[config.mk]
export PLATFORM = sky130hd
export DESIGN_NAME = kwrm_front
export DESIGN_NICKNAME = d
export VERILOG_FILES = /design/src/kwrm_pkg.sv /design/src/kwrm_front.sv
export SDC_FILE = /design/constraint.sdc
export NUM_CORES = 1
export LEC_CHECK = 0
export BUFFER_PORTS_ARGS = -buffer_cell sky130_fd_sc_hd__buf_2
export CAP_MARGIN = 20
export CELL_PAD_IN_SITES_DETAIL_PLACEMENT = 0
export CELL_PAD_IN_SITES_GLOBAL_PLACEMENT = 2
export CORE_MARGIN = 1.5
export CORE_UTILIZATION = 41
export DETAILED_ROUTE_END_ITERATION = 10
export GPL_TIMING_DRIVEN = 0
export PLACE_DENSITY_LB_ADDON = 0.1
export SLEW_MARGIN = 20
export SYNTH_ARGS = -nofsm -noshare
export SYNTH_HDL_FRONTEND = slang
export SYNTH_SLANG_ARGS = --single-unit
export TNS_END_PERCENT = 5
[constraint.sdc]
create_clock -name clock -period 8.2 [get_ports clock]
set_clock_uncertainty 0.1 [all_clocks]
set_input_delay 0 -clock clock [delete_from_list [all_inputs] [get_ports clock]]
set_output_delay 0 -clock clock [all_outputs]
set_load 0.02 [all_outputs]
[src/kwrm_pkg.sv]
// shared types, codes and widths for the k-way record merge
package kwrm_pkg;

   // default sizing
   localparam int MAX_WAYS_DEF  = 16;
   localparam int KEY_BYTES_DEF = 8;

   // port field widths
   localparam int TYPE_W     = 2;
   localparam int LANE_W     = 4;
   localparam int KEY_PORT_W = 64;
   localparam int TAG_W      = 32;
   localparam int CSR_W      = 5;

   // fan-in after reset
   localparam logic [CSR_W-1:0] CSR_RESET = 5'd2;

   // depth of the small beat queues, a power of two
   localparam int QUEUE_DEPTH = 2;

   // request codes on req_type
   typedef enum logic [TYPE_W-1:0] {
      REQ_RECORD  = 2'd0,
      REQ_EXHAUST = 2'd1,
      REQ_START   = 2'd2
   } req_code_type;

   // classified command handed from front to back
   typedef enum logic [1:0] {
      OP_NONE,
      OP_FILL,
      OP_CLOSE,
      OP_START
   } cmd_op_type;

   typedef struct packed {
      cmd_op_type              op;
      logic [LANE_W-1:0]       lane;
   } cmd_ctl_type;

   // result kinds
   typedef enum logic {
      RK_RECORD = 1'b0,
      RK_DONE   = 1'b1
   } result_kind_type;

   // back-end sequencer
   typedef enum logic [1:0] {
      ST_APPLY,
      ST_WAIT,
      ST_EMIT
   } back_state_type;

endpackage

[src/kwrm_front.sv]
// front end: accepts request beats, classifies them and queues commands
module kwrm_front #(
   parameter int MAX_WAYS  = kwrm_pkg::MAX_WAYS_DEF,
   parameter int KEY_BYTES = kwrm_pkg::KEY_BYTES_DEF,
   localparam int KEY_W    = KEY_BYTES * 8,
   localparam int FAN_W    = $clog2(MAX_WAYS + 1)
) (
   input  logic                               clock,
   input  logic                               reset,
   input  logic                               req_push,
   output logic                               req_full,
   input  logic [kwrm_pkg::TYPE_W-1:0]        req_type,
   input  logic [kwrm_pkg::LANE_W-1:0]        req_lane,
   input  logic [kwrm_pkg::KEY_PORT_W-1:0]    req_name_key,
   input  logic [kwrm_pkg::KEY_PORT_W-1:0]    req_surname_key,
   input  logic [kwrm_pkg::TAG_W-1:0]         req_record_tag,
   input  logic [FAN_W-1:0]                   fan_in,
   output kwrm_pkg::cmd_ctl_type              cmd_ctl,
   output logic [KEY_W-1:0]                   cmd_name,
   output logic [KEY_W-1:0]                   cmd_surname,
   output logic [kwrm_pkg::TAG_W-1:0]         cmd_tag,
   output logic                               cmd_avail,
   input  logic                               cmd_pop
);
   import kwrm_pkg::*;

   localparam int PTR_W = (QUEUE_DEPTH > 1) ? $clog2(QUEUE_DEPTH) : 1;
   localparam int CNT_W = $clog2(QUEUE_DEPTH + 1);

   cmd_ctl_type         q_ctl_ff     [QUEUE_DEPTH];
   logic [KEY_W-1:0]    q_name_ff    [QUEUE_DEPTH];
   logic [KEY_W-1:0]    q_surname_ff [QUEUE_DEPTH];
   logic [TAG_W-1:0]    q_tag_ff     [QUEUE_DEPTH];

   logic [PTR_W-1:0]    wr_ptr_ff, wr_ptr_in;
   logic [PTR_W-1:0]    rd_ptr_ff, rd_ptr_in;
   logic [CNT_W-1:0]    cnt_ff, cnt_in;

   logic                accept;
   logic                do_pop;
   logic                lane_ok;
   cmd_ctl_type         ctl_new;

   // handshake
   assign req_full  = (cnt_ff == CNT_W'(QUEUE_DEPTH));
   assign cmd_avail = (cnt_ff != '0);
   assign accept    = req_push && !req_full;
   assign do_pop    = cmd_pop && cmd_avail;

   // classify: lanes outside the fan-in and unknown codes turn into no-ops
   always_comb begin
      lane_ok      = (int'(req_lane) < int'(fan_in)) && (int'(req_lane) < MAX_WAYS);
      ctl_new.lane = req_lane;
      case (req_type)
         REQ_RECORD:  ctl_new.op = lane_ok ? OP_FILL : OP_NONE;
         REQ_EXHAUST: ctl_new.op = lane_ok ? OP_CLOSE : OP_NONE;
         REQ_START:   ctl_new.op = OP_START;
         default:     ctl_new.op = OP_NONE;
      endcase
   end

   // queue pointers and fill count
   always_comb begin
      wr_ptr_in = accept ? wr_ptr_ff + PTR_W'(1) : wr_ptr_ff;
      rd_ptr_in = do_pop ? rd_ptr_ff + PTR_W'(1) : rd_ptr_ff;
      cnt_in    = cnt_ff;
      if (accept && !do_pop) begin
         cnt_in = cnt_ff + CNT_W'(1);
      end else if (!accept && do_pop) begin
         cnt_in = cnt_ff - CNT_W'(1);
      end
   end

   always_ff @(posedge clock) begin
      if (reset) begin
         wr_ptr_ff <= '0;
         rd_ptr_ff <= '0;
         cnt_ff    <= '0;
      end else begin
         wr_ptr_ff <= wr_ptr_in;
         rd_ptr_ff <= rd_ptr_in;
         cnt_ff    <= cnt_in;
      end
   end

   // queue storage, keys cut to the configured key width
   always_ff @(posedge clock) begin
      if (accept) begin
         q_ctl_ff[wr_ptr_ff]     <= ctl_new;
         q_name_ff[wr_ptr_ff]    <= req_name_key[KEY_W-1:0];
         q_surname_ff[wr_ptr_ff] <= req_surname_key[KEY_W-1:0];
         q_tag_ff[wr_ptr_ff]     <= req_record_tag;
      end
   end

   // head of queue
   assign cmd_ctl     = q_ctl_ff[rd_ptr_ff];
   assign cmd_name    = q_name_ff[rd_ptr_ff];
   assign cmd_surname = q_surname_ff[rd_ptr_ff];
   assign cmd_tag     = q_tag_ff[rd_ptr_ff];

   // a beat taken without a pop grows the queue by exactly one
   a_fill_step: assert property (@(posedge clock) disable iff (reset)
      (accept && !do_pop) |=> (cnt_ff == $past(cnt_ff) + CNT_W'(1)))
      else $error("command queue count did not step on accept");

endmodule

* Yosys cells after proc, flatten, opt, wreduce, memory -nomap -nowiden *
Memory sizes are Yosys's and may differ from the RTL's. A register that Yosys moved wholly into a read port is not among the register bits.
Index checks and enable logic that the tools add are counted.

operators by class
  $add $sub $neg = 4
  $lt $le $gt $ge = 1
  equality and inequality tests = 3
  multiplexer cells = 15
  reductions and logical operators = 10

operator list
  operator                                                             count
  1-bit two-way mux                                                    11
  2-bit two-way mux                                                    3
  2-bit one-hot mux with 3 select lines                                1
  4-bit by 5-bit < comparator with 1-bit output                        1
  2-bit == test (second input constant)                                2
  1-bit logical AND                                                    4
  2-bit nonzero test                                                   2
  1-bit zero test                                                      3
  1-bit adder (second input constant)                                  2
  2-bit by 1-bit adder with 2-bit output (second input constant)       1
  2-bit by 1-bit == test with 1-bit output (second input constant)     1
  2-bit zero test                                                      1
  2-bit by 1-bit subtractor with 2-bit output (second input constant)  1

storage, ports and cells
  bits in registers = 4
  memory bits (writable) = 332
  bits of input ports = 175
  output and inout port bits = 168
  logic and storage cells = 40
  memories kept = 4

memory list
  memory        depth  width  read ports  clocked after Yosys merged registers in  write ports  RTL line          text
  q_name_ff     2      64     1           1                                        1            kwrm_front.sv:31  logic [KEY_W-1:0] q_name_ff [QUEUE_DEPTH];
  q_surname_ff  2      64     1           1                                        1            kwrm_front.sv:32  logic [KEY_W-1:0] q_surname_ff [QUEUE_DEPTH];
  q_tag_ff      2      32     1           1                                        1            kwrm_front.sv:33  logic [TAG_W-1:0] q_tag_ff [QUEUE_DEPTH];
  q_ctl_ff      2      6      1           1                                        1            kwrm_front.sv:30  cmd_ctl_type q_ctl_ff [QUEUE_DEPTH];

* Depth between registers and ports, before layout *
Gate-level depths: netlist (run 1).

  depth in word-level cells = 7
  gate-level depth with buffers = 6

* Worst setup path after synthesis (run 1) *
No wires, ideal clock.

  path type = register to register
  start = register cnt_ff[1]
  end = memory q_ctl_ff[1][0] (netlist bit) (enable)
  data arrival time = 4461 ps
  data required time = 7553 ps
  slack = 3093 ps
  cell stages (with the launch flop) = 4
  clock period less this slack = 5107 ps
  path through = dfxtp_1 > nor2b_2 > nor2_1 > and2_1

on the way
  word-level cells in the longest chain between the ends = 5

ends and longest elaborated chain
  item                                     RTL line          text
  start: declaration                       kwrm_front.sv:37  logic [CNT_W-1:0] cnt_ff, cnt_in;
  start signal: assignment                 kwrm_front.sv:82  cnt_ff <= cnt_in;
  2-bit == test                            kwrm_front.sv:45  assign req_full = (cnt_ff == CNT_W'(QUEUE_DEPTH));
  net req_full                             kwrm_front.sv:11  output logic req_full,
  1-bit zero test                          kwrm_front.sv:47  assign accept = req_push && !req_full;
  1-bit logical AND                        kwrm_front.sv:47
  net accept                               kwrm_front.sv:39  logic accept;
  1-bit two-way mux                        kwrm_front.sv:88  if (accept) begin
  1-bit two-way mux (implied by the code)  kwrm_front.sv:89  q_ctl_ff[wr_ptr_ff] <= ctl_new;
  end: declaration                         kwrm_front.sv:30

The timed path passes the listed nets, and every way through them passes these cells.

* Worst setup path in the final report (run 1) *
  start = register cnt_ff[0]
  end = memory q_name_ff[0][55] (netlist bit) (enable)

on the way
  word-level cells in the longest chain between the ends = 5

ends and longest elaborated chain
  item                                     RTL line          text
  2-bit == test                            kwrm_front.sv:45
  1-bit zero test                          kwrm_front.sv:47
  1-bit logical AND                        kwrm_front.sv:47
  1-bit two-way mux                        kwrm_front.sv:88
  1-bit two-way mux (implied by the code)  kwrm_front.sv:90  q_name_ff[wr_ptr_ff] <= req_name_key[KEY_W-1:0];
  end: declaration                         kwrm_front.sv:31

No other way between the ends.

==> results of run 1 <==
[registers in the layout (all words and copies together), names as in the netlist, named ones only]
| register | count |
|---|---|
| q_surname_ff | 128 |
| q_ctl_ff | 12 |
| q_name_ff | 128 |
| q_tag_ff | 64 |
| cnt_ff | 2 |
| wr_ptr_ff | 1 |
| rd_ptr_ff | 1 |
[tightest hold or removal path, cell delays in order]
cell     delay (ns)
buf_2          0.10
inv_1          0.05
ha_1           0.13
a41oi_1        0.18
[kinds of logic after synthesis]
kind of cell / count (synthesis) / synth area share
mux: 166 / 0.1512
fa+ha+maj: 4 / 0.004048
simple gates: 14 / 0.006275
compound gates: 10 / 0.004554
buf+inv: 24 / 0.01660
flops: 337 / 0.8145
xor+xnor: 4 / 0.002833
[per-stage QoR]
stage | area [µm²] | hold WS (ns) | util | cells
global placement | 14560 | 0.08693 | 0.4913 | 1291
floorplan | 12360 | -0.03093 | - | 559
finish | 17510 | 0.03804 | 0.5907 | 1530
global route | 17510 | 0.05108 | 0.5907 | 1530
detailed placement | 14680 | 0.09179 | 0.4951 | 1295
CTS | 17510 | 0.01510 | 0.5907 | 1530
[power breakdown]
group | total (mW) | switching [mW] | internal (mW)
Combinational | 1.50 | 0.874 | 0.623
Sequential | 2.21 | 0.0508 | 2.16
Clock | 1.53 | 0.613 | 0.914
[cell usage after synthesis (all sizes together)]
cell	instances	area, µm²
nand2	2	7.510
nor2	4	15.01
mux2	166	1869
nor3b	2	15.01
and2	1	6.260
xor2	4	35.03
a21oi	3	15.01
or2	1	6.260
or3	2	12.51
edfxtp	332	9970
ha	4	50.05
a41oi	1	8.760
nor2b	2	15.02
dfxtp	5	100.1
inv	6	22.52
a211oi	1	7.510
o21ai	5	25.02
buf	18	182.7
[per-layer routing]
layer	global-route usage	vias to the layer above	share of wire
met1	0.1900	3460	0.38
li1	-	3337	-
met5	0	-	0
met3	0.04854	54	0.079
met2	0.3005	259	0.51
met4	0.06321	0	0.031
[how the worst min path moves through the flow]
stage                                    from                   to  slack [ns]  cells past startpoint
after floorplan                         reset            cnt_ff[1]       -0.03                      1
after global placement     req_record_tag[28]      q_tag_ff[1][28]        0.09                      1
after detailed placement  req_surname_key[30]  q_surname_ff[0][30]        0.09                      1
after CTS                           fan_in[3]       q_ctl_ff[0][5]        0.02                      4
after global routing                fan_in[3]       q_ctl_ff[0][5]        0.05                      4
final                               fan_in[3]       q_ctl_ff[1][5]        0.04                      4
[cell usage in the layout (no fill, tap or decap), drive strengths merged]
cell type and count:
dfxtp 5, buf 364, o21ai 5, a41oi 1, and2 1, nor2b 2, bufinv 2, xor2 4
clkinvlp 1, a21oi 3, mux2 166, dlygate4sd3 171, or3 2, ha 4, a211oi 1, nor3b 2
clkbuf 48, inv 6, clkinv 13, nand2 2, edfxtp 332, nor2 4, or2 1
[final cells by class]
type	instances	area (µm²)
multi-input combinational	198	2091
inverter	6	30.03
tap	390	488.0
buffer	18	182.7
clock buffer	48	997.2
sequential	337	10070
timing repair buffer	517	3526
fill	2360	12130
clock inverter	16	123.9
==> flow_metrics.tcl, run 1 <==
set metrics [dict create \
    status "complete, no violations" \
    syn_nets 738 \
    die_x_um 176.7 \
    clockBufferDepth 3 \
    ctsResizeCount 0 \
    setup_viol 0 \
    synth_warnings 0 \
    numPortBuffers 342 \
    rrSetupSlack_ns 5.80 \
    wl_per_cell_um 17.65 \
    setup_ws_ns 5.798 \
    rsz0062_at_grt "no" \
    worstPathRequired_ns 8.23 \
    rr_endpoint "q_name_ff[0][55]" \
    ys_ff_latch 337 \
    hp-class "in -> reg" \
    num_rows 63 \
    core_um2 29640 \
    critical_path_buf_inv_count 2 \
    avgSynthCellArea_um2 22.12 \
    vias_per_cell 4.647 \
    cts_sinks 337 \
    die_y_um 176.7 \
    antenna_found_initial 0 \
    worstSetupPathDepth 4 \
    pre_cts_ws_ns 5.800 \
    ctsHtreeMaxLevel 2 \
    start_kind "flip-flop" \
    clock_latency_ns 0.49 \
    area_growth_pct 41.61 \
    worstMarginPinSlew_ns 0.6497 \
    vias 7110 \
    timing.rr.start "cnt_ff[0]" \
    start_util 0.4171 \
    grt_pass1_vias 7698 \
    worstPathCellList "nor2b_2 -> or3_1 -> inv_8 -> buf_16" \
    synth_cell_types 21 \
    grt_first_pass_wirelength_um 40330 \
    p_per_area_nw_per_um2 299.2 \
    cp-endpoint "q_name_ff[0][55]" \
    period_minus_slack_ns 2.402 \
    ant_nets 0 \
    synthesis.area_um2 12360 \
    slowest_stage "inv_8" \
    drive_above_1_share 0.5114 \
    cts_tree "built" \
    hold_buffers 171 \
    max_freq_mhz 416.3 \
    drv_cap 0 \
    cp_top_family "buffers and inverters" \
    setup_tns_ns 0 \
    worstPathArrival_ns 2.43 \
    route.detailed.drc 0 \
    drtIter0Drc 347 \
    syn_inst 559 \
    clk_pin_slew_ns 0.06 \
    finalCritPeriodShare 0.2930 \
    num_antenna_cells 0 \
    ir_drop_mv 0.2966 \
    dr.pass1.iters 4 \
    clock-root-buffer "clkbuf_16" \
    crit_path_end_kind "flip-flop" \
    hpwl_um 18070 \
    finalWirelength_um 27010 \
    cts_made_buffers 36 \
    leakage_nw 6.635 \
    startpoint "cnt_ff[0]" \
    power_mw 5.238 \
    cts_setup_buffers 0 \
    slew_headroom 0.5669 \
    crit_path_max_fanout 84 \
    slew_viol_final 0 \
    hold_viol_final 0 \
    critical-path-max-stage-delay_ns 0.46 \
    nets 1293 \
    grt_use_total 0.1682 \
    pin_count 343 \
    worstSetupPathType "reg -> reg" \
    rr_worst_depth 4 \
    grt_max_degree 85 \
    yosysSeqAreaShare 0.8145 \
    gp_congestion 0.7537 \
    die-area_um2 31210 \
    grt_overflow 0 \
]
(Power assumes the default switching activity.)
==> run 2, diff against run 1 <==
- CORE_UTILIZATION: 41 -> 38
- clock period: 8.2 -> 2.35 ns (I/O delays scaled with it)
==> run 2 against run 1 <==
Compared with the run above:
- utilization fell by 3.5 points
- combinational power rose to 3.6 times the previous value
- die area rose by 7.8%
- final cell count rose by 3.6%
- sequential power rose to 3.5 times the previous value
- final area rose by 1.0%
- sequential cell count did not move
- via count rose by 0.13%
- clock power rose to 3.4 times the previous value
- global-route usage fell by 0.62 points
- critical path depth rose by 1
- non-clock buffer count rose by 6
- critical endpoint is now q_name_ff[0][13]
==> flow_metrics.tcl, run 2 (same netlist as run 1, synthesis figures left out) <==
set metrics [dict create \
    status "complete, no violations" \
    numPortBuffers 342 \
    crit_path_max_fanout 30 \
    area_growth_pct 43.06 \
    period_minus_slack_ns 2.204 \
    grt_first_pass_wirelength_um 41860 \
    setup_tns_ns 0 \
    p_comb_frac 0.292 \
    fillerInstances 2562 \
    die_x_um 183.4 \
    power_mw 18.36 \
    grt_pass1_vias 7899 \
    slew_headroom 0.5051 \
    multi_input_area_um2 2116 \
    hpwl_um 18750 \
    dp.cells 1344 \
    critical-path-max-stage-delay_ns 0.40 \
    worstPathRequired_ns 2.45 \
    crit_path_end_kind "flip-flop" \
    switchingPower_mw 5.419 \
    grt_max_degree 54 \
    vias 7119 \
    place_area_um2 14810 \
    instances_no_fill 1585 \
    gp_congestion 0.7553 \
    vias_per_cell 4.491 \
    final_common_cell "buf_2" \
    critical_path_buf_inv_count 3 \
    core_um2 31800 \
    clockBufferDepth 3 \
    cts_sinks 337 \
    hold_slack_ns 0.1124 \
    leakage_nw 6.680 \
    drtIter0Drc 300 \
    max_freq_mhz 453.7 \
    slew_viol_final 0 \
    reg.largest.list "q_name_ff: 128 flops, q_surname_ff: 128 flops, q_tag_ff: 64 flops" \
    cts_tree "built" \
    rsz0062_at_grt "no" \
    pwr-share-seq 0.421 \
    num_rows 65 \
    die_y_um 183.4 \
    pre_cts_ws_ns -0.08117 \
    clock-root-buffer "clkbuf_16" \
    finalCritPeriodShare 0.9379 \
    start_kind "flip-flop" \
    grt_use_total 0.1620 \
    drv_cap 0 \
    slowest_stage "or3_4" \
    nets 1303 \
    clkPwrFrac 0.287 \
    worstMarginPinSlew_ns 0.7382 \
    clock_latency_ns 0.51 \
    worstPathCellList "nor2b_4 -> or3_4 -> clkinvlp_4 -> buf_12 -> buf_12" \
    die-area_um2 33630 \
    p_per_area_nw_per_um2 1038 \
    setup_viol 0 \
    crit_top_cell "buf_12" \
    sw_frac_of_total 0.2951 \
    antenna_found_initial 2 \
    ir_drop_mv 0.5793 \
    utilization 0.5562 \
    cts_made_buffers 38 \
    hold_viol_final 0 \
    p_int_mw 12.94 \
    ctsHtreeMaxLevel 2 \
    route.detailed.drc 0 \
    final_cell_mix "344 x buf_2, 332 x edfxtp_1, 173 x dlygate4sd3_1" \
    worstSetupPathType "reg -> reg" \
    drive_above_1_share 0.5144 \
    cp_top_family "buffers and inverters" \
    pin_count 343 \
    hp-class "in -> reg" \
    seq_area_um2 10070 \
    clk_pin_slew_ns 0.06 \
    setup_ws_ns 0.1460 \
    start_util 0.3888 \
    wl_per_cell_um 17.44 \
    grt_overflow 0 \
    dr.pass1.iters 4 \
    cts_setup_buffers 0 \
    worstPathArrival_ns 2.31 \
    final_area_um2 17690 \
    finalWirelength_um 27640 \
    ant_nets 0 \
]
run 2: cell count changes in the layout (fill, tap and decap cells not counted), moves of 3 or more:
cell and delta:
clkbuf_8 -3, clkbuf_16 +4, buf_12 +5, clkinv_1 +4, diode_2 +3
run 2: power groups by stage:
stage | Clock (mW) | Sequential, mW | Combinational, mW
2_1_floorplan | 0 | 7.86 | 3.38
3_3_place_gp | 0 | 7.93 | 4.95
3_5_place_dp | 0 | 7.86 | 5.18
4_1_cts | 5.44 | 7.73 | 5.47
5_1_grt | 5.69 | 7.79 | 5.74
6_report | 5.27 | 7.73 | 5.36
run 2: area by class of cell:
type / instances / share of cell area
Timing Repair Buffer: 523 / 0.2046
Clock buffer: 47 / 0.05928
Tap cell: 435 / 0.03077
Sequential cell: 337 / 0.5695
Buffer: 18 / 0.01033
Clock inverter: 16 / 0.003749
Antenna cell: 3 / 0.0004244
Inverter: 6 / 0.001486
Timing Repair inverter: 1 / 0.0002830
Multi-Input combinational cell: 199 / 0.1196
run 2: repair_timing:
item                                    4_1_cts  5_1_grt
endpoints found under the hold margin       337        0
cloned                                        1        1
endpoints found under the setup margin      133       53
hold buffers                                173        0
resized for setup                             2        0
run 2: worst register-to-register path, cell delays in order (launching register included):
cell	delay (ns)
dfxtp_2	0.34
nor2b_4	0.14
or3_4	0.40
clkinvlp_4	0.37
buf_12	0.28
buf_12	0.25
run 2: worst paths after layout:
| path | start | to | slack [ns] | cells past startpoint |
|---|---|---|---|---|
| worst max-delay path | cnt_ff[1] | q_name_ff[0][13] | 0.15 | 5 |
| worst min-delay path | req_name_key[60] | q_name_ff[0][60] | 0.11 | 2 |
| worst max register to register | cnt_ff[1] | q_name_ff[0][13] | 0.15 | 5 |
| worst min register to register | wr_ptr_ff | wr_ptr_ff | 0.42 | 2 |
run 2: metal layers:
layer	track usage	up-vias	wire length [µm]
li1	-	3361	-
met1	0.1857	3470	10870
met2	0.2837	238	13930
met3	0.05123	50	2097
met4	0.06000	0	741
met5	0	-	0
==> run 3, diff against run 2 <==
- RECOVER_POWER: not set -> 25
==> run 3 against run 2 <==
Compared with the run above:
- power about the same
- global-route usage is the same
- non-clock buffer count is the same
- largest power group unchanged
==> flow_metrics.tcl, run 3 (same netlist as run 1, synthesis figures left out) <==
set metrics [dict create \
    crit_path_max_fanout 30 \
    p_int_mw 12.93 \
    final_area_um2 17610 \
    max_freq_mhz 453.4 \
    drv_cap 0 \
    drtIter0Drc 285 \
    slew_headroom 0.5089 \
    final_cell_mix "332 x edfxtp_1, 278 x buf_2, 173 x dlygate4sd3_1" \
    hold_viol_final 0 \
    clkPwrFrac 0.287 \
    core_um2 31800 \
    finalCritPeriodShare 0.9386 \
    critical-path-max-stage-delay_ns 0.40 \
    finalWirelength_um 27590 \
    slowest_stage "or3_4" \
    numPortBuffers 342 \
    route.detailed.drc 0 \
    p_comb_frac 0.292 \
    worstPathRequired_ns 2.45 \
    area_growth_pct 42.40 \
    pwr-share-seq 0.421 \
    die_x_um 183.4 \
    rsz0062_at_grt "no" \
    crit_path_end_kind "flip-flop" \
    cp_top_family "buffers and inverters" \
    setup_viol 0 \
    worstSetupPathType "reg -> reg" \
    grt_use_total 0.1620 \
    slew_viol_final 0 \
    cts_sinks 337 \
    ctsHtreeMaxLevel 2 \
    hp-class "in -> reg" \
    gp_congestion 0.7553 \
    pin_count 343 \
    die_y_um 183.4 \
    cts_setup_buffers 0 \
    grt_pass1_vias 7899 \
    cts_tree "built" \
    worstPathArrival_ns 2.31 \
    clk_pin_slew_ns 0.06 \
    ir_drop_mv 0.5796 \
    hold_slack_ns 0.1133 \
    worstPathCellList "nor2b_4 -> or3_4 -> clkinvlp_4 -> buf_12 -> buf_12" \
    leakage_nw 6.501 \
    period_minus_slack_ns 2.206 \
    vias 7103 \
    die-area_um2 33630 \
    power_mw 18.35 \
    num_rows 65 \
    p_per_area_nw_per_um2 1042 \
    clock_latency_ns 0.51 \
    critical_path_buf_inv_count 3 \
    place_area_um2 14810 \
    start_util 0.3888 \
    ant_nets 0 \
    status "complete, no violations" \
    vias_per_cell 4.481 \
    start_kind "flip-flop" \
    worstMarginPinSlew_ns 0.7327 \
    final_common_cell "edfxtp_1" \
    antenna_found_initial 2 \
    hpwl_um 18750 \
    crit_top_cell "buf_12" \
    wl_per_cell_um 17.41 \
    grt_overflow 0 \
    switchingPower_mw 5.421 \
    dr.pass1.iters 4 \
    reg.largest.list "q_name_ff: 128 flops, q_surname_ff: 128 flops, q_tag_ff: 64 flops" \
    sw_frac_of_total 0.2954 \
    grt_first_pass_wirelength_um 41860 \
    nets 1303 \
    cts_made_buffers 38 \
    grt_max_degree 54 \
    clock-root-buffer "clkbuf_16" \
    setup_tns_ns 0 \
    drive_above_1_share 0.4577 \
    clockBufferDepth 3 \
]
[run 3: cell types whose count changed in the layout (fill, tap and decap cells not counted)]
cell      delta
buf_2       -66
clkbuf_1    +64
clkbuf_2     +1
buf_1        +1
[run 3: layer usage]
metal,track usage,vias to the layer above,part of all wire
met3,0.05123,50,0.076
met4,0.06000,0,0.027
met1,0.1857,3456,0.39
met2,0.2837,237,0.50
li1,-,3360,-
met5,0,-,0
[run 3: cell type report]
cell class,instances,area (µm²)
fillers,2599,14190
well taps,435,544.3
clock inverters,16,66.31
inverters,6,26.28
repair buffers,523,3537
diodes,3,7.507
plain buffers,18,182.7
multi-input cells,199,2116
clock buffers,47,1049
repair inverters,1,5.005
flip-flops and latches,337,10070
[run 3: what timing repair did]
| action | CTS | global route |
|---|---|---|
| setup endpoints to repair | 133 | 53 |
| hold buffers | 173 | 0 |
| endpoints found under the hold margin | 337 | 0 |
| cloned | 1 | 1 |
| gates resized for setup | 2 | 0 |
[run 3: metrics by stage]
stage / setup slack (ns) / std cells / util
floorplan: -1.313 / 559 / -
global placement: -2.623 / 1336 / 0.4603
finish: 0.1443 / 1585 / 0.5536
CTS: 0.02234 / 1581 / 0.5557
detailed placement: -0.08117 / 1344 / 0.4658
global route: 0.04799 / 1585 / 0.5536
[run 3: power by group through the flow]
stage	sequential [mW]	clock [mW]	combinational, mW
floorplan	7.86	0	3.38
global placement	7.93	0	4.95
detailed placement	7.86	0	5.18
CTS	7.73	5.44	5.47
global route	7.79	5.69	5.73
finish	7.73	5.27	5.35
[run 3: path summary, 6_finish.rpt]
| check | cells after the start | start | slack, ns | end |
|---|---|---|---|---|
| min reg2reg | 2 | rd_ptr_ff | 0.42 | flip-flop |
| max | 5 | cnt_ff[1] | 0.14 | q_surname_ff[0][51] |
| max reg2reg | 5 | cnt_ff[1] | 0.14 | q_surname_ff[0][51] |
| min | 2 | req_name_key[56] | 0.11 | q_name_ff[1][56] |
